===== src/tccw_pkg.sv =====
// shared types, constants and helpers for the text console cell writer
package tccw_pkg;

  localparam int MAX_ROWS_DEF = 25;
  localparam int MAX_COLS_DEF = 80;

  localparam int CFG_IDX_W  = 2;
  localparam int CFG_DATA_W = 7;
  localparam int CHAR_W     = 8;
  localparam int POS_W      = 8;
  localparam int WIDTH_W    = 7;
  localparam int HEIGHT_W   = 5;
  localparam int COLOR_W    = 4;
  localparam int CELL_W     = 16;

  localparam logic [CFG_IDX_W-1:0] CFG_TEXT_WIDTH  = 2'd0;
  localparam logic [CFG_IDX_W-1:0] CFG_TEXT_HEIGHT = 2'd1;
  localparam logic [CFG_IDX_W-1:0] CFG_FORE_COLOR  = 2'd2;
  localparam logic [CFG_IDX_W-1:0] CFG_BACK_COLOR  = 2'd3;

  localparam logic [WIDTH_W-1:0]  TEXT_WIDTH_RST  = 7'd80;
  localparam logic [HEIGHT_W-1:0] TEXT_HEIGHT_RST = 5'd25;
  localparam logic [COLOR_W-1:0]  FORE_COLOR_RST  = 4'd15;
  localparam logic [COLOR_W-1:0]  BACK_COLOR_RST  = 4'd0;

  typedef enum logic [2:0] {
    FN_PUT_CUR,
    FN_PUT_AT,
    FN_CLR_CELL,
    FN_CLR_ROW,
    FN_CLR_SCR,
    FN_SCROLL,
    FN_NEWLINE,
    FN_READ
  } func_t;

  typedef struct packed {
    logic [WIDTH_W-1:0]  cols;
    logic [HEIGHT_W-1:0] rows;
    logic [COLOR_W-1:0]  fore;
    logic [COLOR_W-1:0]  back;
  } geom_t;

  typedef struct packed {
    func_t             func;
    logic [CHAR_W-1:0] char_code;
    logic              ok;
  } cmd_hdr_t;

  typedef struct packed {
    logic                ok;
    logic [CELL_W-1:0]   cell_value;
    logic [HEIGHT_W-1:0] cursor_row;
    logic [WIDTH_W-1:0]  cursor_col;
  } res_t;

  typedef enum logic [3:0] {
    ST_INIT,
    ST_IDLE,
    ST_PREP,
    ST_WRITE,
    ST_NL,
    ST_CLEAR,
    ST_SRC,
    ST_SDST,
    ST_READ,
    ST_RDATA,
    ST_DONE
  } back_state_t;

  function automatic logic [CELL_W-1:0] make_cell(logic [CHAR_W-1:0] ch, geom_t g);
    make_cell = {g.back, g.fore, ch};
  endfunction

endpackage


===== src/tccw_front.sv =====
// front end: configuration registers, item intake, range checks and addressing
module tccw_front #(
  parameter int MAX_ROWS = 25,
  parameter int MAX_COLS = 80,
  parameter int CW       = 11
) (
  input  logic                               clk,
  input  logic                               rst_n,
  input  logic                               cfg_we,
  input  logic [tccw_pkg::CFG_IDX_W-1:0]     cfg_index,
  input  logic [tccw_pkg::CFG_DATA_W-1:0]    cfg_wdata,
  input  logic                               in_push,
  output logic                               in_full,
  input  logic [2:0]                         in_func,
  input  logic [tccw_pkg::CHAR_W-1:0]        in_char_code,
  input  logic [tccw_pkg::POS_W-1:0]         in_row_index,
  input  logic [tccw_pkg::POS_W-1:0]         in_col_index,
  input  logic [tccw_pkg::POS_W-1:0]         in_scroll_count,
  input  logic                               init_busy_i,
  output tccw_pkg::geom_t                    geom_o,
  input  logic                               cmd_full_i,
  output logic                               cmd_push_o,
  output tccw_pkg::cmd_hdr_t                 cmd_hdr_o,
  output logic [CW-1:0]                      cmd_addr_o
);
  import tccw_pkg::*;

  localparam logic [7:0] MAX_COLS_C = 8'(MAX_COLS);
  localparam logic [6:0] MAX_ROWS_C = 7'(MAX_ROWS);

  logic [WIDTH_W-1:0]  text_width_r;
  logic [HEIGHT_W-1:0] text_height_r;
  logic [COLOR_W-1:0]  fore_color_r;
  logic [COLOR_W-1:0]  back_color_r;

  logic [WIDTH_W-1:0]  eff_w;
  logic [HEIGHT_W-1:0] eff_h;
  logic [POS_W-1:0]    lines;
  logic [POS_W-1:0]    mul_op;
  logic [POS_W-1:0]    col_add;
  logic [14:0]         prod;
  logic [15:0]         addr_full;
  logic                row_ok, col_ok, ok;
  func_t               func;

  always_ff @(posedge clk) begin
    if (!rst_n) begin
      text_width_r  <= TEXT_WIDTH_RST;
      text_height_r <= TEXT_HEIGHT_RST;
      fore_color_r  <= FORE_COLOR_RST;
      back_color_r  <= BACK_COLOR_RST;
    end else if (cfg_we) begin
      unique case (cfg_index)
        CFG_TEXT_WIDTH:  text_width_r  <= cfg_wdata[WIDTH_W-1:0];
        CFG_TEXT_HEIGHT: text_height_r <= cfg_wdata[HEIGHT_W-1:0];
        CFG_FORE_COLOR:  fore_color_r  <= cfg_wdata[COLOR_W-1:0];
        CFG_BACK_COLOR:  back_color_r  <= cfg_wdata[COLOR_W-1:0];
      endcase
    end
  end

  // geometry clipped to the store size
  assign eff_w = ({1'b0, text_width_r} > MAX_COLS_C) ? MAX_COLS_C[WIDTH_W-1:0] : text_width_r;
  assign eff_h = ({2'b0, text_height_r} > MAX_ROWS_C) ? MAX_ROWS_C[HEIGHT_W-1:0]
                                                      : text_height_r;

  assign geom_o.cols = eff_w;
  assign geom_o.rows = eff_h;
  assign geom_o.fore = fore_color_r;
  assign geom_o.back = back_color_r;

  assign func    = func_t'(in_func);
  assign lines   = (in_scroll_count > {3'b0, eff_h}) ? {3'b0, eff_h} : in_scroll_count;
  assign mul_op  = (func == FN_SCROLL) ? lines : in_row_index;
  assign col_add = (func == FN_CLR_ROW || func == FN_SCROLL) ? '0 : in_col_index;
  assign prod    = {7'b0, mul_op} * {8'b0, eff_w};
  assign addr_full = {1'b0, prod} + {8'b0, col_add};

  assign row_ok = in_row_index < {3'b0, eff_h};
  assign col_ok = in_col_index < {1'b0, eff_w};

  always_comb begin
    unique case (func)
      FN_PUT_AT, FN_CLR_CELL, FN_READ: ok = row_ok & col_ok;
      FN_CLR_ROW:                      ok = row_ok;
      default:                         ok = 1'b1;
    endcase
  end

  assign in_full    = cmd_full_i | init_busy_i;
  assign cmd_push_o = in_push & ~in_full;

  assign cmd_hdr_o.func      = func;
  assign cmd_hdr_o.char_code = in_char_code;
  assign cmd_hdr_o.ok        = ok;
  assign cmd_addr_o          = CW'(addr_full);

endmodule


===== config.mk =====
export PLATFORM = sky130hd
export DESIGN_NAME = tccw_front
export DESIGN_NICKNAME = d
export VERILOG_FILES = /design/src/tccw_pkg.sv /design/src/tccw_front.sv
export SDC_FILE = /design/constraint.sdc
export NUM_CORES = 1
export LEC_CHECK = 0
export BUFFER_PORTS_ARGS = -buffer_cell sky130_fd_sc_hd__buf_2
export CORE_UTILIZATION = 41
export CTS_CLUSTER_DIAMETER = 50
export DETAILED_ROUTE_END_ITERATION = 7
export HOLD_SLACK_MARGIN = 0.03
export PLACE_DENSITY = 0.78
export SETUP_SLACK_MARGIN = 0.3
export SKIP_CTS_REPAIR_TIMING = 1
export SLEW_MARGIN = 20
export SYNTH_ARGS = -nofsm -noshare
export SYNTH_HDL_FRONTEND = slang
export SYNTH_SLANG_ARGS = --single-unit

===== constraint.sdc =====
create_clock -name clk -period 17.1 [get_ports clk]
set_input_delay 0.855 -clock clk [delete_from_list [all_inputs] [get_ports clk]]
set_output_delay 0.855 -clock clk [all_outputs]
set_load 0.05 [all_outputs]

==> metrics, run 1 <==
vias in the first global route 2862; Mapped Cells 379; Vias 2770; Worst slew margin 49.5%; core area 7370 µm²; total gr overflow 0; ANT cells 0; # IOs 95; DP HPWL 6.44 mm; Via density 5.13; crit path DAT 6670 ps; Port Buffers 78; Post-synth EDFFs 0; global-route wire length before repair 12.8 mm; CP max-delay cell fa_1; Synthesized Nets 498; Setup Total Neg Slack 0 ps; Crit Path Max Fanout 10; initial antenna violation count 0; final setup fails 0; share of layout cells above drive strength 1 21.8%; Routed Antenna Nets 0; maximum VDD drop 0.0547 mV; post-DR wirelength/cell 13.9 µm; Initial Util 43.0%; fin cells 540; Synth-to-Final Area Change 14.1%; Final WS setup 9580 ps; most area-consuming cells after synthesis fa_1, ha_1, dfxtp_1; WL final 7.48 mm; root buffer cell clkbuf_8; CTS tree built; drt drc 0; Ys Warns 0; Max Fclk 0.133 GHz; PD cells 61.4 nW/µm²; crit path cell chain o211a_1 -> or2_2 -> ha_1 -> nor2b_1 -> o21a_1 -> o21ai_2 -> a21oi_2 -> nor4_1 -> a211oi_2 -> nand2_1 -> fa_1 -> fa_1 -> fa_1 -> fa_1 -> inv_1 -> ha_1 -> and2_1 -> a311oi_1 -> a21oi_1 -> xnor2_1 -> xnor2_1 -> buf_2; CP startpoint kind flip-flop; Final Slew Violations 0; P_leak 1.88 nW; final core utilization 49.1%; Worst Max-Slew Pin Slew 757 ps; Placed Cells 536; most frequent CP cell fa_1; Hold Path Class reg2reg; Syn Area/Cell 8.36 µm²; gpl congestion 0.920; crit path time final 7520 ps; row cnt 31; clk_skew 0 ps; share of the synthesized area in the top cell type 20.2%; most used flip-flop cell after synthesis dfxtp_1; pin count of the biggest net entering global routing 21; Worst Path Required 16250 ps; worst hold slack 477 ps; most frequent cell after synthesis inv_1; WS Path Type reg2out; drt first pass iters 5; Die Span X 89.9 µm; Nets 561; clk slew on worst S/H paths 70 ps; Worst path max stage delay 560 ps; unrepaired setup endpoints after global routing no; final count of hold timing violations 0; DIE AREA 8090 µm²; Synth cell types 48; Die H 89.9 µm; Crit. End Element primary output; Post-synth ARST share 0%; H-tree lvl count 1; status finished, final reports clean; CTS Buffer Depth 2; number of synthesized register bits 20; GRT Resource Usage Total 19.4%; cell accounting for the most synthesized area fa_1; TritonCTS Buffers 3; Placement Setup Slack 9700 ps; Sink Count 20; synth cell count leaders inv_1, nand2_1, ha_1; drt initial violations 177; sequential share of the synthesized area 12.6%; Cell Area, Synth 3170 µm²; Worst-Skew Late Latency 260 ps; Max Cap Violations 0; fin crit share 44.0%
==> cells by family (layout without fill, tap and decap cells) <==
family                     after synthesis  after routing  share of synthesized area [%]
and+or+nand+nor                        132            132                           20.5
muxes                                   17             17                           5.37
DFF                                     20             20                           12.6
buffers and inverters                   81            143                           11.2
xor gates and xnor gates                15             15                           4.15
AOI/OAI and AO/OA                       44             44                           11.1
adders and majority gates               70             70                           35.1
==> final timing paths <==
path	to	from	slack [ps]	cells after the start
setup / recovery	cmd_addr_o[10]	text_height_r[1]	9580	22
hold / removal	fore_color_r[2]	fore_color_r[2]	480	2
setup reg to reg	text_width_r[6]	text_width_r[6]	16180	2
hold reg to reg	fore_color_r[2]	fore_color_r[2]	480	2
==> per-layer routing <==
| metal | wire, µm | GRT usage, % |
|---|---|---|
| met1 | 3070 | 22.0 |
| met4 | 166 | 6.72 |
| met3 | 472 | 2.79 |
| met5 | 0 | 0 |
| met2 | 3770 | 36.9 |
==> power breakdown <==
group	switching, W	internal (W)
Sequential	0.00000132	0.0000482
Clock	0.0000150	0.0000205
Combinational	0.0000918	0.0000452
Total	0.000108	0.000114
==> flip-flops by register name (all words and copies together), names as in the netlist <==
signal and flops:
text_height_r 5, text_width_r 7, back_color_r 4, fore_color_r 4
==> worst max-delay path, delay by kind of cell, from the launching register on <==
kind / cells / cell delay (ps)
AND/OR/NAND/NOR: 5 / 830
flip-flops: 1 / 330
XOR/XNOR: 2 / 460
adder cells (fa/ha/maj): 6 / 2590
buffers and inverters: 2 / 350
AO/OA/AOI/OAI: 7 / 1830
==> placed cells by master, fill, tap and decap left out, drive strengths merged, types with 2 or more instances in the layout <==
cell type   n
buf        79
inv        60
nand2      41
ha         37
nor2       33
fa         32
dfxtp      20
mux2i      17
nor2b      14
and2       11
nand3      10
xnor2      10
a21oi       9
o21ai       9
nand2b      7
xor2        5
a21o        5
clkbuf      4
a31oi       4
nor3        3
o211ai      3
nor4        3
or2         3
o21a        2
o22ai       2
a221oi      2
o21bai      2
o31ai       2
nand3b      2
or3         2
==> per-stage QoR <==
stage                     total power, W  instance area [µm²]
after global routing            0.000238                 3620
after detailed placement        0.000188                 3560
after global placement          0.000184                 3560
after CTS                       0.000224                 3620
after floorplan                 0.000162                 3170
final                           0.000222                 3620
==> final cells by class <==
cell class                      count  area [µm²]
Fill cell                         726        3750
Inverter                           60         225
Timing Repair Buffer               79         398
Clock buffer                        4        55.1
Tap cell                           99         124
Sequential cell                    20         400
Multi-Input combinational cell    278        2410
No activity file was read; power rests on OpenSTA's default activity.
==> run 2, diff against run 1 <==
- PLACE_DENSITY: 0.78 -> 0.8
- clock period: 17.1 -> 6.15 ns (I/O delays scaled with it)
==> metrics, run 2 (same netlist as run 1, synthesis figures left out) <==
initial antenna violation count 0; drt initial violations 169; CTS tree built; footprint of the multi-input gates 2730 µm²; # IOs 95; unrepaired setup endpoints after global routing yes; crit path from text_height_r[2]; fin cells 557; WL final 8.42 mm; Largest Register text_width_r; CTS Buffer Depth 2; maximum VDD drop 0.172 mV; PD cells 183 nW/µm²; DP HPWL 6.61 mm; P_leak 2.03 nW; total gr overflow 0; critical path's top delay family adder cells; Worst path max stage delay 530 ps; crit path time final 6160 ps; gpl congestion 0.877; GRT Resource Usage Total 19.9%; crit path DAT 5850 ps; Worst Max-Slew Pin Slew 718 ps; CP max-delay cell fa_1; Placed Cells 541; max FFs per register 7; post-DR wirelength/cell 15.1 µm; Max Cap Violations 0; Port Buffers 78; fin crit share 100%; Placement Setup Slack -99.5 ps; Worst Hold Launch cfg_wdata[4]; commonest cells after routing, fill and taps aside buf_2, inv_1, nand2_1; root buffer cell clkbuf_8; top flop regs text_width_r x7, text_height_r x5; share of layout cells above drive strength 1 36.0%; DIE AREA 8090 µm²; Nets 578; Hold Path Class in2reg; failing checks negative setup slack; Die Span X 89.9 µm; Vias 2914; Crit Path Max Fanout 7; Via density 5.23; Max Fclk 0.162 GHz; clk_skew 0 ps; Worst Path Required 5840 ps; ANT cells 0; Pwr Total 0.000750 W; final setup fails 1; most frequent CP cell fa_1; final count of hold timing violations 0; commonest non-fill, non-tap cell in the layout buf_2; H-tree lvl count 1; FILL cells 655; final core utilization 55.6%; WS Path Type reg2out; Crit. End Element primary output; Final Slew Violations 0; Worst-Skew Late Latency 260 ps; Worst slew margin 51.8%; drt first pass iters 4; Die H 89.9 µm; FF+latch area 410 µm²; CP startpoint kind flip-flop; crit path cell chain o211a_1 -> or2_4 -> ha_4 -> nand3_4 -> o22ai_4 -> a21oi_4 -> nand2b_4 -> a221oi_4 -> nand2b_4 -> fa_1 -> fa_1 -> fa_1 -> fa_1 -> inv_2 -> ha_4 -> and2_4 -> a311oi_4 -> a21oi_2 -> xnor2_2 -> xnor2_2 -> buf_6; TritonCTS Buffers 3; drt drc 0; Final WS setup -7.10 ps; row cnt 31; Initial Util 43.0%; pin count of the biggest net entering global routing 21; clk slew on worst S/H paths 70 ps; core area 7370 µm²; reg2reg start text_width_r[6]; Sink Count 20; Routed Antenna Nets 0; status finished with violations; Buf+Inv Stages, Crit Path 2; global-route wire length before repair 13.2 mm; Synth-to-Final Area Change 29.3%; vias in the first global route 2977
## run 2: final cells by class
type,count,share of cell area (%)
repair buffers,95,13.2
inverters,60,5.49
flip-flops and latches,20,10.0
clock inverters,1,0.733
clock buffers,3,1.01
well taps,99,3.02
multi-input cells,279,66.5
## run 2: per-layer routing
layer	track usage (%)	part of all wire, %	wire [µm]	vias to the layer above
li1	-	-	-	1372
met1	23.3	39	3310	1395
met4	8.06	2.8	232	0
met3	2.28	5.9	493	28
met5	0	0	0	-
met2	36.7	52	4390	119
## run 2: worst min-delay path, delay by kind of cell
| family | cells | cell delay, ps |
|---|---|---|
| multiplexers | 1 | 60 |
| AND/OR/NAND/NOR | 1 | 50 |
| buffers and inverters | 1 | 90 |
## run 2: power by group
part | internal, W | total [W] | leakage, nW | switching [W]
combinational | 0.000187 | 0.000482 | 1.83 | 0.000295
sequential | 0.000134 | 0.000138 | 0.164 | 0.00000393
clock | 0.0000870 | 0.000130 | 0.0357 | 0.0000432
## run 2: worst paths after layout
kind	end	slack, ps	depth (start not counted)
worst min-delay path	text_width_r[4]	270	3
worst min register to register	fore_color_r[1]	480	2
worst max register to register	text_width_r[6]	5150	2
worst max-delay path	cmd_addr_o[10]	-7	21
## run 2: through the flow
step                area, µm²  setup TNS, ps  hold WS (ps)
global route             4100           -193           291
CTS                      3750           -431           274
finish                   4100          -7.10           271
global placement         3680              0           456
floorplan                3250              0           433
detailed placement       3680          -99.5           456
==> run 3, diff against run 2 <==
- CORE_UTILIZATION: 41 -> 48
- PLACE_DENSITY: 0.8 -> 0.9
==> metrics, run 3 (same netlist as run 1, synthesis figures left out) <==
P_leak 1.99 nW; WL final 7.99 mm; total gr overflow 0; Synth-to-Final Area Change 24.4%; Sink Count 20; vias in the first global route 3012; drt first pass iters 4; H-tree lvl count 1; clock network fraction of design power 11.9%; share of layout cells above drive strength 1 32.1%; Max Fclk 0.160 GHz; drt initial violations 110; PD cells 175 nW/µm²; post-DR wirelength/cell 15.0 µm; Worst Max-Slew Pin Slew 604 ps; FF+latch area 408 µm²; failing checks negative setup slack; CTS Buffer Depth 2; Placed Area 3650 µm²; crit path from text_height_r[2]; ANT cells 0; fin cells 532; Largest Register text_width_r; initial antenna violation count 0; Worst Path Required 5840 ps; final core utilization 62.1%; Max Cap Violations 0; maximum VDD drop 0.285 mV; Placement Setup Slack -83.5 ps; clk slew on worst S/H paths 70 ps; Top Metal Used met4; Routed Antenna Nets 0; Die Span X 83.3 µm; Via density 5.37; crit path time final 6240 ps; Placed Cells 518; max FFs per register 7; Port Buffers 78; Metal-1 WL 3.13 mm; DIE AREA 6930 µm²; Nets 576; status finished with violations; share of power burned in registers 20.0%; global-route wire length before repair 12.8 mm; internal cell power 0.000362 W; reg2reg start text_width_r[6]; Crit. End Element primary output; gpl congestion 0.926; Comb pwr share 68.2%; Worst-Skew Late Latency 250 ps; Vias 2855; Sw Share 47.6%; unrepaired setup endpoints after global routing yes; footprint of the multi-input gates 2650 µm²; Final WS setup -85.5 ps; top flop regs text_width_r x7, text_height_r x5; Sw Pwr 0.000329 W; Crit Path Max Fanout 7; met3 routed WL 450 µm; Final Slew Violations 0; wire length on met2 4.16 mm; commonest non-fill, non-tap cell in the layout buf_2; Die H 83.3 µm; TritonCTS Buffers 3; # IOs 95; crit path DAT 5930 ps; fin crit share 101%; pin count of the biggest net entering global routing 21; commonest cells after routing, fill and taps aside buf_2, inv_1, nand2_1; Worst slew margin 59.4%; drt drc 0; Worst Hold Launch cfg_wdata[6]; core area 6350 µm²; clk_skew 0 ps; row cnt 29; WS Path Type reg2out; CTS tree built; DP HPWL 6.55 mm; final count of hold timing violations 0; Design Area, Final 3940 µm²; CP startpoint kind flip-flop; Initial Util 49.9%; FILL cells 535; final setup fails 1; Hold Path Class in2reg; GRT Resource Usage Total 22.7%; root buffer cell clkbuf_8
run 3: changes by cell type in the layout (fill, tap and decap cells not counted), moves of 2 or more:
| cell | previous run | this run |
|---|---|---|
| buf_6 | 4 | 2 |
| fa_1 | 27 | 29 |
| fa_2 | 5 | 3 |
| ha_1 | 29 | 31 |
| inv_1 | 53 | 55 |
| inv_2 | 7 | 5 |
| nand2b_1 | 2 | 4 |
| nand2b_4 | 5 | 3 |
| nor2_1 | 27 | 29 |
| nor2_2 | 6 | 4 |
run 3: cell type report:
class	instances	area share, %
Multi-Input combinational cell	279	67.2
Timing Repair Buffer	93	13.3
Sequential cell	20	10.3
Inverter	60	5.71
Tap cell	77	2.44
Clock buffer	3	1.05
run 3: per-stage QoR:
step | TNS [ps] | power (W) | hold WS (ps)
finish | -85.5 | 0.000691 | 289
global route | -333 | 0.000734 | 312
CTS | -383 | 0.000625 | 287
detailed placement | -83.5 | 0.000543 | 472
global placement | 0 | 0.000530 | 455
floorplan | 0 | 0.000468 | 433
run 3: worst max-delay path, cell delays in order, from the launching register on:
cell and delay [ps]:
dfxtp_2 320, o211a_1 230, or2_4 240, ha_4 280
nand3_4 70, o22ai_4 190, a21oi_4 70, nand2b_4 190
a221oi_4 450, nand2b_4 220, fa_1 440, fa_1 560
fa_1 450, fa_1 540, inv_2 50, ha_4 230
and2_4 150, a311oi_4 260, a21oi_2 130, xnor2_2 250
xnor2_2 170, buf_6 190
run 3: power by group through the flow:
stage	Sequential, W	Combinational [W]	Clock, W
global placement	0.000140	0.000390	0
floorplan	0.000146	0.000322	0
global route	0.000138	0.000508	0.0000884
finish	0.000138	0.000471	0.0000820
CTS	0.000138	0.000404	0.0000834
detailed placement	0.000141	0.000402	0
run 3: path summary, 6_finish.rpt:
path	to	slack, ps	depth (start not counted)
setup / recovery	cmd_addr_o[10]	-90	21
hold / removal	text_width_r[6]	290	3
setup reg to reg	text_width_r[6]	5220	2
hold reg to reg	fore_color_r[0]	490	2
run 3: metal layers:
metal,up-vias,track usage [%]
li1,1368,-
met3,25,3.18
met5,-,0
met2,105,41.7
met4,0,10.8
met1,1357,25.5
