### config.mk
export PLATFORM = sky130hd
export DESIGN_NAME = tccw_fifo
export DESIGN_NICKNAME = d
export VERILOG_FILES = /design/src/tccw_fifo.sv
export SDC_FILE = /design/constraint.sdc
export NUM_CORES = 1
export LEC_CHECK = 0
export ABC_AREA = 1
export ABC_CLOCK_PERIOD_IN_PS = 1400
export BUFFER_PORTS_ARGS = -buffer_cell sky130_fd_sc_hd__buf_2
export CORE_MARGIN = 3
export CORE_UTILIZATION = 40
export CTS_BUF_LIST = sky130_fd_sc_hd__clkbuf_2 sky130_fd_sc_hd__clkbuf_4 sky130_fd_sc_hd__clkbuf_8
export DETAILED_ROUTE_END_ITERATION = 8
export HOLD_SLACK_MARGIN = 0.02
export MAX_ROUTING_LAYER = met4
export PLACE_DENSITY_LB_ADDON = 0.12
export SLEW_MARGIN = 20
export SYNTH_ARGS = -nofsm -noshare
export SYNTH_HDL_FRONTEND = slang
export SYNTH_SLANG_ARGS = --single-unit
### constraint.sdc
create_clock -name clk -period 1.4 [get_ports clk]
set_clock_uncertainty 0.15 [all_clocks]
set_input_delay 0.28 -clock clk [delete_from_list [all_inputs] [get_ports clk]]
set_output_delay 0.28 -clock clk [all_outputs]
set_load 0.01 [all_outputs]
### src/tccw_fifo.sv
// small register queue used between the parts and at the result side
module tccw_fifo #(
  parameter int WIDTH = 8,
  parameter int DEPTH = 2
) (
  input  logic             clk,
  input  logic             rst_n,
  input  logic             push,
  input  logic [WIDTH-1:0] wdata,
  output logic             full,
  input  logic             pop,
  output logic [WIDTH-1:0] rdata,
  output logic             empty
);

  localparam int PW   = (DEPTH > 1) ? $clog2(DEPTH) : 1;
  localparam int CNTW = $clog2(DEPTH + 1);

  logic [WIDTH-1:0] data_r [DEPTH];
  logic [PW-1:0]    wptr_r, wptr_nxt;
  logic [PW-1:0]    rptr_r, rptr_nxt;
  logic [CNTW-1:0]  count_r, count_nxt;
  logic             do_push, do_pop;

  assign full    = (count_r == CNTW'(DEPTH));
  assign empty   = (count_r == '0);
  assign do_push = push & ~full;
  assign do_pop  = pop & ~empty;
  assign rdata   = data_r[rptr_r];

  always_comb begin
    wptr_nxt  = wptr_r;
    rptr_nxt  = rptr_r;
    count_nxt = count_r;
    if (do_push) begin
      wptr_nxt = (wptr_r == PW'(DEPTH - 1)) ? '0 : PW'(wptr_r + 1'b1);
    end
    if (do_pop) begin
      rptr_nxt = (rptr_r == PW'(DEPTH - 1)) ? '0 : PW'(rptr_r + 1'b1);
    end
    if (do_push && !do_pop) begin
      count_nxt = CNTW'(count_r + 1'b1);
    end else if (do_pop && !do_push) begin
      count_nxt = CNTW'(count_r - 1'b1);
    end
  end

  always_ff @(posedge clk) begin
    if (!rst_n) begin
      wptr_r  <= '0;
      rptr_r  <= '0;
      count_r <= '0;
    end else begin
      wptr_r  <= wptr_nxt;
      rptr_r  <= rptr_nxt;
      count_r <= count_nxt;
    end
  end

  always_ff @(posedge clk) begin
    if (do_push) begin
      data_r[wptr_r] <= wdata;
    end
  end

endmodule

==> results.sh, run 1 <==
export IMPL_ys_seq_elements=21
export IMPL_cts_buffer_depth=2
export IMPL_drive_gt1_share_pct=57.1
export IMPL_cp_start_kind="flip-flop"
export IMPL_portBuffers=21
export IMPL_clockPowerShare_pct=13.8
export IMPL_vias_per_cell=4.77
export IMPL_max_vdd_ir_drop_mv=1.01
export IMPL_hpwl_um=975
export IMPL_power_density_mw_per_mm2=1700
export IMPL_rrSetupSlack_ns=-0.02
export IMPL_synth_area_leaders="edfxtp_1, dfxtp_1, mux2_2, nor2_1, inv_1"
export IMPL_worstPathRequired_ns=0.97
export IMPL_num_rows=15
export IMPL_met3_length_um=101
export IMPL_placed_cells=115
export IMPL_crit_type="reg2out"
export IMPL_fp_dieW_um=51.4
export IMPL_antenna_cells=0
export IMPL_grt_max_degree=12
export IMPL_yosysSeqAreaShare_pct=70.5
export IMPL_track_usage_pct=14.2
export IMPL_core_mm2=0.00184
export IMPL_area_delta_synth_final_pct=58.5
export IMPL_worst_slack_ns=-0.243
export IMPL_internal_power_mw=1.52
export IMPL_violations="setup timing"
export IMPL_boundaryPins=22
export IMPL_yosysUniqueCellTypes=15
export IMPL_hp_class="in2reg"
export IMPL_fmax_mhz=609
export IMPL_clock_sinks=21
export IMPL_initial_core_util_pct=44.8
export IMPL_ys_flop_type="edfxtp_1"
export IMPL_critical_path_max_fanout=4
export IMPL_dieHeight_um=51.4
export IMPL_finalMaxSlewViolations=0
export IMPL_post_route_drc_count=0
export IMPL_grt_pass1_vias=615
export IMPL_period_needed_ns=1.64
export IMPL_instances_no_fill=130
export IMPL_synth_area_um2=823
export IMPL_yosysTopAreaCell="edfxtp_1"
export IMPL_tightest_slew_ns=0.138
export IMPL_yosys_top_cells_count="edfxtp_1, nor2_1, inv_1, mux2_2, nand2_1"
export IMPL_maxCapViolCount=0
export IMPL_yosysWarnings=0
export IMPL_status="finished with violations"
export IMPL_vias=620
export IMPL_finalHoldViolCount=0
export IMPL_p_sw_share_pct=31.4
export IMPL_antenna_found_initial=0
export IMPL_yosysMostFrequentCell="edfxtp_1"
export IMPL_top_layer_used="met4"
export IMPL_seqPwrFrac_pct=40.9
export IMPL_die_area_mm2=0.00264
export IMPL_place_gp_congestion=0.806
export IMPL_cp_end_kind="primary output"
export IMPL_dp_slack_ns=0.0130
export IMPL_power_frac_comb_pct=45.3
export IMPL_wl_met1_um=610
export IMPL_cts_buffers=3
export IMPL_grt_ovfl_total=0
export IMPL_synth_top_area_share_pct=58.4
export IMPL_fin_area_mm2=0.00131
export IMPL_switchingPower_uw=696
export IMPL_dpl_cell_area_mm2=0.00102
export IMPL_min_path_cells=3
export IMPL_p_total_mw=2.22
export IMPL_cts_tree="done"
export IMPL_insertion_delay_ns=0.30
export IMPL_period_share_pct=117
export IMPL_clk_pin_slew_worst_paths_ns=0.11
export IMPL_drtPass1Iterations=4
export IMPL_avgSynthCellArea_um2=13.1
export IMPL_slew_headroom_pct=90.7
export IMPL_synth_cells=63
export IMPL_wl_per_cell_um=12.1
export IMPL_r2r_cells=8
export IMPL_synthesis_nets=76
export IMPL_drt_iter0_drc=11
export IMPL_synth_edf_count=16
export IMPL_wl_met2_um=847
export IMPL_drt_total_wl_mm=1.58
export IMPL_power_leakage_nw=0.553
export IMPL_setup_violations=10
export IMPL_cts_root_buf="clkbuf_4"
export IMPL_ctsHtreeMaxLevel=1
export IMPL_async_flop_share_pct=0
export IMPL_postRouteAntennaNets=0
export IMPL_rsz0062_at_grt="yes"
export IMPL_critical_path_arrival_ns=1.21
export IMPL_nets=119
export IMPL_n_fill_cell=153
export IMPL_grt_first_pass_wirelength_mm=2.64
[power groups by stage]
stage / sequential (mW) / combinational (mW) / clock, mW
after floorplan: 0.861 / 0.403 / 0
after detailed placement: 0.875 / 0.647 / 0
final: 0.908 / 1.01 / 0.306
after CTS: 0.872 / 0.843 / 0.313
after global routing: 0.923 / 1.10 / 0.342
after global placement: 0.869 / 0.633 / 0
[path summary, 6_finish.rpt]
check	endpoint	start
worst max-delay path	rdata[0]	flip-flop
worst min register to register	flip-flop	rptr_r
worst max register to register	count_r[1]	count_r[0]
worst min-delay path	count_r[1]	rst_n
[critical path, cell delays in order (launching register included)]
cell and delay (ns):
dfxtp_2 0.36, buf_6 0.12, mux2_4 0.30, buf_6 0.12
[cells by family (layout without fill, tap and decap cells)]
group           after synthesis  in the layout  share of synthesized area [%]
flops                        21             21                           70.5
simple gates                 19             19                           9.42
compound gates                4              4                           2.89
buf+inv                      10             52                           4.71
fa+ha+maj                     1              1                           1.52
mux                           8              8                           10.9
[layer usage]
metal  track usage, %  vias up
li1                 -      295
met1             16.4      288
met2             23.5       31
met3             3.79        6
met4             5.24        0
met5                -        -
[registers in the layout (all words and copies together) (netlist names), named ones only]
name     flops
count_r      2
rptr_r       1
wptr_r       1
data_r      16
[cells in the final DEF (no fill, tap or decap)]
cell / netlist / routed
dfxtp_4: 0 / 2
nand3_2: 0 / 1
inv_4: 0 / 1
o21ai_4: 0 / 1
nand4_1: 1 / 1
buf_4: 0 / 7
nor2_2: 1 / 1
buf_6: 0 / 13
dlygate4sd3_1: 0 / 8
o21ai_2: 1 / 1
o21ai_0: 2 / 1
nor2_1: 10 / 8
nor2_4: 0 / 2
mux2_4: 0 / 8
dfxtp_2: 0 / 1
inv_2: 1 / 4
a21oi_2: 0 / 1
inv_1: 8 / 4
ha_4: 0 / 1
nand2_1: 6 / 5
nand2_2: 0 / 1
buf_2: 1 / 11
dfxtp_1: 5 / 2
edfxtp_1: 16 / 16
clkbuf_4: 0 / 4
[area by class of cell]
| type | instances | area [um2] | share of cell area, % |
|---|---|---|---|
| inverter | 9 | 36.3 | 2.78 |
| multi-input combinational | 32 | 284 | 21.8 |
| timing repair buffer | 39 | 334 | 25.6 |
| tap | 25 | 31.3 | 2.40 |
| sequential | 21 | 589 | 45.2 |
| clock buffer | 4 | 30.0 | 2.30 |
[stage by stage]
step / hold slack, ns / setup TNS, ns / utilization, %
2_1_floorplan: 0.229 / 0 / -
3_3_place_gp: 0.318 / 0 / 55.7
3_5_place_dp: 0.322 / 0 / 55.7
4_1_cts: 0.0211 / -1.98 / 66.7
5_1_grt: 0.0785 / -2.55 / 71.0
6_report: 0.0745 / -1.96 / 71.0
[what timing repair did]
item                                    CTS  global route
cloned                                    0             0
endpoints found under the hold margin    14             2
hold buffers                              7             1
pin swaps                                 1             9
resized for setup                        22            15
setup buffers                             1             2
endpoints found under the setup margin   10            12
No activity file was read; power rests on OpenSTA's default activity.
==> run 2, diff against run 1 <==
--- a/config.mk
+++ b/config.mk
@@ -9,12 +9,12 @@
 export ABC_CLOCK_PERIOD_IN_PS = 1400
 export BUFFER_PORTS_ARGS = -buffer_cell sky130_fd_sc_hd__buf_2
 export CORE_MARGIN = 3
-export CORE_UTILIZATION = 40
+export CORE_UTILIZATION = 47
 export CTS_BUF_LIST = sky130_fd_sc_hd__clkbuf_2 sky130_fd_sc_hd__clkbuf_4 sky130_fd_sc_hd__clkbuf_8
 export DETAILED_ROUTE_END_ITERATION = 8
 export HOLD_SLACK_MARGIN = 0.02
 export MAX_ROUTING_LAYER = met4
-export PLACE_DENSITY_LB_ADDON = 0.12
+export PLACE_DENSITY = 0.75
 export SLEW_MARGIN = 20
 export SYNTH_ARGS = -nofsm -noshare
 export SYNTH_HDL_FRONTEND = slang
==> run 2 against run 1 <==
Against the previous run:
- the flow still finishes with violations (setup timing)
- clock power barely moved
- via count down 4.2%
- wire length is 6.9% higher
- critical path depth stayed put
- combinational power decreased by 8%
- non-clock buffer count up 1
- sequential share of layout area up 1.3 points
- setup slack got worse by 0.0060 ns
- sequential power shrank 4.3%
- global-route usage rose by 2.5 points
- die area is 13% lower
- critical endpoint is now rdata[1]
- largest cell class unchanged
- largest power group unchanged
==> results.sh, run 2 (synthesis gave the netlist of run 1 again) <==
export IMPL_setup_violations=22
export IMPL_grt_max_degree=12
export IMPL_tightest_slew_ns=0.136
export IMPL_status="finished with violations"
export IMPL_cts_buffers=3
export IMPL_cts_root_buf="clkbuf_4"
export IMPL_clockPowerShare_pct=14.4
export IMPL_die_area_mm2=0.00229
export IMPL_clk_pin_slew_worst_paths_ns=0.11
export IMPL_track_usage_pct=16.7
export IMPL_rsz0062_at_grt="yes"
export IMPL_grt_first_pass_wirelength_mm=2.44
export IMPL_vias=594
export IMPL_vias_per_cell=4.87
export IMPL_multi_input_area_um2=267
export IMPL_hpwl_mm=1.02
export IMPL_wl_per_cell_um=13.8
export IMPL_drtPass1Iterations=4
export IMPL_rrSetupSlack_ns=-0.03
export IMPL_crit_buf_inv=2
export IMPL_area_delta_synth_final_pct=53.3
export IMPL_r2r_cells=6
export IMPL_fp_dieW_um=47.9
export IMPL_postRouteAntennaNets=0
export IMPL_switchingPower_uw=656
export IMPL_antenna_cells=0
export IMPL_violations="setup timing"
export IMPL_seqCellArea_um2=587
export IMPL_p_sw_share_pct=31.2
export IMPL_grt_pass1_vias=598
export IMPL_n_fill_cell=90
export IMPL_mostFrequentLayoutCells="edfxtp_1, buf_2, buf_6"
export IMPL_critical_path_max_fanout=5
export IMPL_hp_class="in2reg"
export IMPL_worst_slack_ns=-0.249
export IMPL_initial_core_util_pct=52.2
export IMPL_slew_headroom_pct=90.9
export IMPL_registers_top_by_ff_count="data_r"
export IMPL_cp_end_kind="primary output"
export IMPL_post_route_drc_count=0
export IMPL_dieHeight_um=47.9
export IMPL_worstPathRequired_ns=0.97
export IMPL_dp_slack_ns=-0.00586
export IMPL_largest_reg_flops=16
export IMPL_tns_ns=-2.18
export IMPL_fmax_mhz=607
export IMPL_drive_gt1_share_pct=56.6
export IMPL_period_share_pct=118
export IMPL_internal_power_mw=1.45
export IMPL_num_rows=14
export IMPL_maxCapViolCount=0
export IMPL_seqPwrFrac_pct=41.3
export IMPL_timing_rr_start="count_r[1]"
export IMPL_drt_total_wl_mm=1.68
export IMPL_max_vdd_ir_drop_mv=0.928
export IMPL_crit_chain="buf_6 > mux2_4 > buf_6"
export IMPL_grt_ovfl_total=0
export IMPL_boundaryPins=22
export IMPL_antenna_found_initial=0
export IMPL_critical_path_depth=3
export IMPL_core_mm2=0.00158
export IMPL_crit_family="flip-flops"
export IMPL_slowest_delay_ns=0.36
export IMPL_period_needed_ns=1.65
export IMPL_crit_type="reg2out"
export IMPL_insertion_delay_ns=0.30
export IMPL_critical_path_arrival_ns=1.22
export IMPL_cp_start_kind="flip-flop"
export IMPL_cp_common_cell="buf_6"
export IMPL_top_regs="data_r x16, count_r x2"
export IMPL_fin_area_mm2=0.00126
export IMPL_clock_sinks=21
export IMPL_power_frac_comb_pct=44.3
export IMPL_drt_iter0_drc=9
export IMPL_cpMaxStageDelayCell="dfxtp_2"
export IMPL_ctsHtreeMaxLevel=1
export IMPL_power_leakage_nw=0.550
export IMPL_r2r_end="data_r[1][4]"
export IMPL_cts_tree="done"
export IMPL_power_density_mw_per_mm2=1670
export IMPL_layout_commonest_cell="edfxtp_1"
export IMPL_portBuffers=21
export IMPL_dpl_cell_area_mm2=0.00101
export IMPL_finalHoldViolCount=0
export IMPL_cts_buffer_depth=2
export IMPL_finalMaxSlewViolations=0
export IMPL_nets=120
export IMPL_place_gp_congestion=0.757
export IMPL_endpoint="rdata[1]"
-- run 2: layout make-up --
type,instances,share of cell area (%)
Timing Repair Buffer,40,25.8
Sequential cell,21,46.5
Clock buffer,4,2.38
Multi-Input combinational cell,32,21.1
Tap cell,16,1.59
Inverter,9,2.68
-- run 2: worst min-delay path by stage --
stage               startpoint      endpoint  slack, ns  cells after the start
finish                   rst_n    count_r[1]       0.09                      3
global route             rst_n    count_r[0]       0.07                      3
CTS                   wdata[6]  data_r[0][6]       0.02                      1
detailed placement    wdata[1]  data_r[0][1]       0.32                      1
global placement      wdata[0]  data_r[0][0]       0.32                      1
floorplan             wdata[0]  data_r[0][0]       0.23                      0
-- run 2: per-stage QoR --
step           util [%]  hold slack [ns]  instances  power [mW]
3_3_place_gp       64.3            0.318        106        1.49
5_1_grt            80.1           0.0746        122        2.22
2_1_floorplan         -            0.229         63        1.26
6_report           80.1           0.0859        122        2.10
4_1_cts            76.9           0.0243        118        2.00
3_5_place_dp       64.3            0.323        106        1.51
-- run 2: worst register-to-register path, cell delays in order, from the launching register on --
cell	delay [ns]
dfxtp_2	0.35
inv_2	0.07
o21ai_2	0.07
buf_4	0.13
buf_4	0.13
nor2_2	0.09
buf_4	0.16
-- run 2: repair_timing --
item                                    CTS  global route
endpoints found under the setup margin    9            10
hold endpoints to repair                 14             2
resized for setup                        21             7
hold buffers                              7             1
pin swaps                                 1             4
setup buffers                             1             3
-- run 2: routing by layer --
metal	vias up	GRT usage [%]	wire (um)
li1	302	-	-
met1	273	17.9	673
met2	14	28.8	926
met3	5	3.38	54
met4	0	8.06	29
met5	-	-	0
-- run 2: power groups by stage --
stage                     sequential, mW  combinational (mW)  clock (mW)
after detailed placement           0.873               0.636           0
after global routing               0.882                1.01       0.333
after floorplan                    0.861               0.403           0
after global placement             0.871               0.617           0
final                              0.869               0.932       0.303
after CTS                          0.867               0.826       0.304
==> run 3, diff against run 2 <==
==> constraint.sdc (replaced) <==
create_clock -name clk -period 1.4 [get_ports clk]
set_clock_uncertainty 0.15 [all_clocks]
set_input_delay 0.14 -clock clk [delete_from_list [all_inputs] [get_ports clk]]
set_output_delay 0.14 -clock clk [all_outputs]
set_load 0.01 [all_outputs]
==> run 3 against run 2 <==
Against the previous run:
- the flow still finishes with violations (setup timing)
- setup slack better by 0.14 ns
- sequential power grew 3.6%
- die area stayed put
- fmax is 9.2% higher
- sequential share of layout area grew 1.1 points
- clock-buffer cell count down 1
- wire length is 1.4% lower
- global-route usage is 0.15 points lower
- critical endpoint is now rdata[6]
==> results.sh, run 3 (synthesis gave the netlist of run 1 again) <==
export IMPL_status="finished with violations"
export IMPL_violations="setup timing"
export IMPL_place_gp_congestion=0.752
export IMPL_tightest_slew_ns=0.158
export IMPL_drt_iter0_drc=12
export IMPL_n_fill_cell=97
export IMPL_hpwl_mm=1.10
export IMPL_fmax_mhz=662
export IMPL_power_leakage_nw=0.535
export IMPL_antenna_found_initial=0
export IMPL_boundaryPins=22
export IMPL_nets=118
export IMPL_critical_path_arrival_ns=1.22
export IMPL_placed_cells=104
export IMPL_worstPathRequired_ns=1.11
export IMPL_fp_dieW_um=47.9
export IMPL_dp_slack_ns=-0.0358
export IMPL_period_needed_ns=1.51
export IMPL_portBuffers=21
export IMPL_largest_reg_flops=16
export IMPL_die_area_mm2=0.00229
export IMPL_drive_gt1_share_pct=54.8
export IMPL_initial_core_util_pct=52.2
export IMPL_cts_root_buf="clkbuf_4"
export IMPL_slew_headroom_pct=89.5
export IMPL_top_regs="data_r x16, count_r x2"
export IMPL_seqCellArea_um2=589
export IMPL_multi_input_area_um2=262
export IMPL_grt_ovfl_total=0
export IMPL_crit_type="reg2out"
export IMPL_grt_pass1_vias=560
export IMPL_drt_total_wl_mm=1.66
export IMPL_cp_end_kind="primary output"
export IMPL_final_util_pct=78.5
export IMPL_postRouteAntennaNets=0
export IMPL_mostFrequentLayoutCells="edfxtp_1, buf_2, dlygate4sd3_1"
export IMPL_worst_slack_ns=-0.110
export IMPL_finalMaxSlewViolations=0
export IMPL_layout_commonest_cell="edfxtp_1"
export IMPL_grt_first_pass_wirelength_mm=2.41
export IMPL_cp_start_kind="flip-flop"
export IMPL_p_total_mw=2.03
export IMPL_critical_path_max_fanout=8
export IMPL_clk_pin_slew_worst_paths_ns=0.13
export IMPL_dpl_cell_area_um2=998
export IMPL_power_density_mw_per_mm2=1640
export IMPL_maxCapViolCount=0
export IMPL_drtPass1Iterations=4
export IMPL_instances_no_fill=120
export IMPL_area_delta_synth_final_pct=50.3
export IMPL_cts_buffers=3
export IMPL_tns_ns=-0.854
export IMPL_setup_violations=8
export IMPL_insertion_delay_ns=0.31
export IMPL_hp_class="in2reg"
export IMPL_vias_per_cell=4.79
export IMPL_dieHeight_um=47.9
export IMPL_grt_max_degree=13
export IMPL_antenna_cells=0
export IMPL_period_share_pct=108
export IMPL_track_usage_pct=16.5
export IMPL_post_route_drc_count=0
export IMPL_core_mm2=0.00158
export IMPL_ctsHtreeMaxLevel=1
export IMPL_clock_sinks=21
export IMPL_registers_top_by_ff_count="data_r"
export IMPL_rsz0062_at_grt="yes"
export IMPL_wl_per_cell_um=13.8
export IMPL_finalHoldViolCount=0
export IMPL_cts_tree="done"
export IMPL_max_vdd_ir_drop_mv=1.06
export IMPL_num_rows=14
export IMPL_hold_ws_ns=0.113
export IMPL_cts_buffer_depth=2
export IMPL_fin_area_mm2=0.00124
export IMPL_vias=575
[run 3: cell count changes in the layout (fill, tap and decap cells not counted), sizes merged]
cell,previous run,this run
dlygate4sd3,8,9
clkinv,0,1
buf,32,29
clkbuf,4,3
[run 3: worst max-delay path: stages (launching register included)]
cell and delay, ns:
dfxtp_4 0.46, mux2_4 0.32, buf_6 0.12
[run 3: path summary, 6_finish.rpt]
| check | to | start | cells past startpoint | slack (ns) |
|---|---|---|---|---|
| setup / recovery | rdata[6] | flip-flop | 2 | -0.11 |
| hold / removal | count_r[0] | push | 5 | 0.11 |
| setup reg to reg | count_r[1] | count_r[1] | 9 | 0.03 |
| hold reg to reg | wptr_r | wptr_r | 2 | 0.40 |
[run 3: what timing repair did]
action,4_1_cts,5_1_grt
pin swaps,1,3
resized for setup,20,7
setup buffers,2,1
hold buffers,9,0
endpoints found under the hold margin,21,0
endpoints found under the setup margin,10,21
[run 3: final cells by class]
cell class | instances | share of cell area, %
Inverter | 9 | 2.73
Timing Repair Buffer | 38 | 24.7
Clock inverter | 1 | 0.404
Tap cell | 16 | 1.62
Sequential cell | 21 | 47.6
Clock buffer | 3 | 1.82
Multi-Input combinational cell | 32 | 21.1
[run 3: power breakdown]
part / leakage [nW] / switching (mW) / internal, mW
clock: 0.0177 / 0.191 / 0.107
combinational: 0.325 / 0.370 / 0.464
sequential: 0.192 / 0.0887 / 0.811
[run 3: per-layer routing]
layer	part of all wire, %	GRT usage (%)
met5	0	-
met4	1.6	8.06
met3	3.7	3.38
met2	54	27.7
met1	41	18.4
